$ cat src/rtl/core/psq_pkg.sv
`default_nettype none
package psq_pkg;

   localparam int SIZE_BITS = 24;
   localparam int HANDLE_W  = 16;

   typedef enum logic [2:0] {
      ST_QUEUED   = 3'd0,
      ST_LOWDROP  = 3'd1,
      ST_OVERDROP = 3'd2,
      ST_TOOLARGE = 3'd3,
      ST_OVERFLOW = 3'd4,
      ST_POPPED   = 3'd5,
      ST_EMPTY    = 3'd6
   } status_type;

   localparam logic [1:0] CSR_MAX_MSG   = 2'd0;
   localparam logic [1:0] CSR_MAX_LOW   = 2'd1;
   localparam logic [1:0] CSR_MAX_TOTAL = 2'd2;
   localparam logic [1:0] LOW_QUEUE     = 2'd3;

   typedef struct packed {
      logic                 kind;
      logic [1:0]           priority_req;
      logic [SIZE_BITS-1:0] msg_size;
      logic [HANDLE_W-1:0]  msg_handle;
      logic                 drop_if_overloaded;
   } req_type;

   typedef struct packed {
      logic [2:0]           status;
      logic [1:0]           queue_index;
      logic [HANDLE_W-1:0]  out_handle;
      logic [SIZE_BITS-1:0] out_size;
      logic [6:0]           evicted_count;
   } rsp_type;

   // classified command from the front end
   typedef struct packed {
      logic                 pop;
      logic                 too_large;
      logic [1:0]           queue;
      logic [SIZE_BITS-1:0] size;
      logic [HANDLE_W-1:0]  handle;
      logic                 drop;
   } cmd_type;

   function automatic logic [3:0] wrr_weight(input logic [1:0] q);
      case (q)
         2'd0:    wrr_weight = 4'd8;
         2'd1:    wrr_weight = 4'd4;
         2'd2:    wrr_weight = 4'd2;
         default: wrr_weight = 4'd1;
      endcase
   endfunction

endpackage
`default_nettype wire

$ cat src/rtl/core/psq_front.sv
`default_nettype none
module psq_front (
   input  wire logic             clock,
   input  wire logic             reset,
   input  wire logic             req_valid,
   output logic                  req_stall,
   input  wire psq_pkg::req_type req_data,
   input  wire logic             csr_valid,
   output logic                  csr_ready,
   input  wire logic [1:0]       csr_index,
   input  wire logic [31:0]      csr_data,
   output logic [31:0]           max_low,
   output logic [31:0]           max_total,
   output logic                  cmd_valid,
   input  wire logic             cmd_stall,
   output psq_pkg::cmd_type      cmd_data
);
   import psq_pkg::*;

   logic [31:0] max_msg_ff, max_low_ff, max_total_ff;
   logic        valid_ff;
   cmd_type     cmd_ff, cmd_in;

   assign csr_ready = 1'b1;
   assign max_low   = max_low_ff;
   assign max_total = max_total_ff;
   assign req_stall = valid_ff && cmd_stall;
   assign cmd_valid = valid_ff;
   assign cmd_data  = cmd_ff;

   always_comb begin
      cmd_in.pop       = req_data.kind;
      cmd_in.too_large = {8'd0, req_data.msg_size} > max_msg_ff;
      cmd_in.queue     = req_data.priority_req;
      cmd_in.size      = req_data.msg_size;
      cmd_in.handle    = req_data.msg_handle;
      cmd_in.drop      = req_data.drop_if_overloaded;
   end

   always_ff @(posedge clock) begin
      if (reset) begin
         valid_ff     <= 1'b0;
         max_msg_ff   <= 32'd1048576;
         max_low_ff   <= 32'd262144;
         max_total_ff <= 32'd4194304;
      end else begin
         if (csr_valid) begin
            case (csr_index)
               CSR_MAX_MSG:   max_msg_ff   <= csr_data;
               CSR_MAX_LOW:   max_low_ff   <= csr_data;
               CSR_MAX_TOTAL: max_total_ff <= csr_data;
               default: ;
            endcase
         end
         if (!req_stall) begin
            valid_ff <= req_valid;
            if (req_valid) cmd_ff <= cmd_in;
         end
      end
   end
endmodule
`default_nettype wire

$ cat config.mk
export PLATFORM = sky130hd
export DESIGN_NAME = psq_front
export DESIGN_NICKNAME = d
export VERILOG_FILES = /design/src/rtl/core/psq_pkg.sv /design/src/rtl/core/psq_front.sv
export SDC_FILE = /design/constraint.sdc
export NUM_CORES = 1
export LEC_CHECK = 0
export ABC_AREA = 1
export BUFFER_PORTS_ARGS = -buffer_cell sky130_fd_sc_hd__buf_4
export CAP_MARGIN = 20
export CORE_UTILIZATION = 49
export DETAILED_ROUTE_END_ITERATION = 10
export MAX_ROUTING_LAYER = met4
export PLACE_DENSITY = 0.86
export SLEW_MARGIN = 20
export SYNTH_ARGS = -nofsm -noshare
export SYNTH_HDL_FRONTEND = slang
export SYNTH_SLANG_ARGS = --single-unit
export TNS_END_PERCENT = 5
$ cat constraint.sdc
create_clock -name clock -period 5.9 [get_ports clock]
set_input_delay 1.77 -clock clock [delete_from_list [all_inputs] [get_ports clock]]
set_output_delay 1.77 -clock clock [all_outputs]
set_load 0.1 [all_outputs]
==> qor.yml <==
outcome:
  status: "finished, final reports clean"
worst_hold_path:
  hold_path_class: "register to register"
synthesis:
  synth_edf_count: 45
  postSynthNetCount: 674
  seq_area_frac_synth_pct: 60.81
  ys.flop_type: "dfxtp_1"
  syn_inst: 567
  ys_warn_count: 0
  yosys_register_bits: 142
  ys_async_sr_fraction_pct: 0
  syn_area_mm2: 0.005415
  synth.distinct_cells: 25
  synth.avg_cell_area_um2: 9.551
place:
  dp_cells: 872
  gp_congestion: 0.8322
  dp_hpwl_um: 9727
  dpl_cell_area_mm2: 0.006864
  io_buffers: 193
floorplan:
  die_w_um: 107.1
  core_mm2: 0.01079
  num_rows: 38
  design.die.area_mm2: 0.01148
  die_h_um: 107.1
  start_util_pct: 50.17
  pin_count: 195
setup_path:
  crit_chain: "buf_4 > nand2_1 > inv_1 > buf_4"
  cp_slowest_cell: "buf_4"
  r2r_setup_slack_ns: 4.28
  cp_common_cell: "buf_4"
  cp.required_ns: 4.13
  path_class: "input port to output port"
  cp-start-kind: "input port"
  path_max_fanout: 2
  cp-end-kind: "output port"
  crit_path_max_incr_delay_ns: 0.31
  cp_data_arrival_time_ns: 2.41
power:
  p_leak_nw: 3.416
  power.share.clock_pct: 42.3
  swShare_pct: 30.00
  p_per_area_mw_per_mm2: 365.6
  power_frac_comb_pct: 18.3
  internal-power_mw: 1.920
  p_sw_mw: 0.8231
  vdd_ir_drop_max_uv: 215.9
  power_mw: 2.743
  seqPwrFrac_pct: 39.3
final_layout:
  final_cell_mix: "buf_4, nor2_1, dfxtp_1, o21ai_0, edfxtp_1"
  area_growth_pct: 38.56
  antennaDiodeCount: 0
  nets: 858
  final_common_cell: "buf_4"
  design_area_mm2: 0.007503
  final_cells: 904
  drive_gt1_share_pct: 31.94
clock_network:
  cts-root-buf: "clkbuf_8"
  cts_resized: 0
  clk_latency_ns: 0.52
  postCtsSetupBuffers: 0
  clk_pin_slew_worst_paths_ns: 0.06
  cts_max_path_buffers: 2
  cts_buffers: 17
  cts_hold_buffers: 0
  ctsHtreeMaxLevel: 4
  cts_sinks: 142
  cts_tree: "done"
drt:
  num_vias: 4659
  drt_iter0_markers: 224
  dr.pass1.iters: 5
  drt-total-wl_um: 14800
  wire_per_inst_um: 16.37
  viasPerCell: 5.154
  drc_errors: 0
  antenna_left: 0
timing:
  fin_skew_ns: 0.004277
  maxSlewHeadroom_pct: 40.14
  grt_setup_unrepaired: "no"
  period_minus_slack_ns: 4.181
  slew_viol_final: 0
  period_share_pct: 70.87
  hold_violations: 0
  setup_violations: 0
  setup_tns_ns: 0
  max_freq_mhz: 239.2
  worst_pin_slew_ns: 0.8947
global_route:
  grt_usage_pct: 26.55
  grt_max_degree: 97
  global_route.overflow_total: 0
  antenna_found_initial: 0
  first_global_vias: 4395
  grt_pass1_wl_um: 22180
run:
  drv_cap: 0
[stage by stage]
step           util [%]  hold WS, ns  worst slack (ns)
2_1_floorplan         -       0.4325             1.326
3_3_place_gp      63.58       0.4425             1.746
3_5_place_dp      63.60       0.4539             1.763
4_1_cts           69.52       0.4677             1.721
5_1_grt           69.52       0.4804             1.716
6_report          69.52       0.4650             1.719
[per-layer routing]
metal / vias up / global-route usage [%] / wire length (um) / share of wire (%)
met5: - / - / 0 / 0
met4: 0 / 10.18 / 340 / 2.3
met3: 26 / 9.362 / 1163 / 7.9
met2: 203 / 44.10 / 7441 / 50
met1: 2194 / 29.26 / 5850 / 40
li1: 2236 / - / - / -
[path summary, 6_finish.rpt]
path,from,end,depth (start not counted)
worst max-delay path,cmd_stall,req_stall,4
worst min-delay path,max_low[18]$_SDFFE_PP1P_,max_low[18]$_SDFFE_PP1P_,2
worst max register to register,cmd_valid$_SDFFE_PP0N_,cmd_data[21]$_DFFE_PP_,4
worst min register to register,max_low[18]$_SDFFE_PP1P_,max_low[18]$_SDFFE_PP1P_,2
[cell type report]
| cell class | count | area [um2] |
|---|---|---|
| Clock buffer | 18 | 427.9 |
| Fill cell | 788 | 3289 |
| Tap cell | 140 | 175.2 |
| Timing Repair Buffer | 194 | 1456 |
| Inverter | 36 | 140.1 |
| Multi-Input combinational cell | 360 | 1799 |
| Sequential cell | 142 | 3293 |
| Clock inverter | 14 | 211.5 |
[flip-flops by register name (all words and copies together), names as in the netlist]
| register | flops |
|---|---|
| cmd_data | 45 |
| cmd_valid | 1 |
| max_low | 32 |
| max_msg_ff | 32 |
| max_total | 32 |
[power by group through the flow]
stage / Clock [mW] / Sequential [mW] / Combinational (mW)
2_1_floorplan: 0 / 1.35 / 0.107
4_1_cts: 1.17 / 1.08 / 0.504
6_report: 1.16 / 1.08 / 0.503
5_1_grt: 1.22 / 1.08 / 0.528
3_5_place_dp: 0 / 1.10 / 0.497
3_3_place_gp: 0 / 1.10 / 0.488
[Yosys cell counts (all sizes together) (2+ instances only)]
cell type | number | area share [%]
nand2 | 38 | 2.8
a21oi | 33 | 3.0
edfxtp | 45 | 25
inv | 36 | 2.5
clkbuf | 8 | 0.58
nor2 | 159 | 12
buf | 21 | 3.0
dfxtp | 97 | 36
ha | 24 | 5.5
nor3 | 2 | 0.18
o21ai | 95 | 8.8
nand3 | 5 | 0.46
[logic make-up (layout without fill, tap and decap cells)]
kind of cell / Yosys count / count (layout) / synth area share [%]
other: 1 / 1 / 0.06925
DFF: 142 / 142 / 60.81
AOI/OAI and AO/OA: 130 / 130 / 12.20
and+or+nand+nor: 205 / 205 / 15.20
adders and majority gates: 24 / 24 / 5.545
buffers and inverters: 65 / 262 / 6.169
[critical path: cells and delay by family]
family        cells  cell delay, ns
buf+inv           3            0.53
simple gates      1            0.10
(Power assumes the default switching activity.)
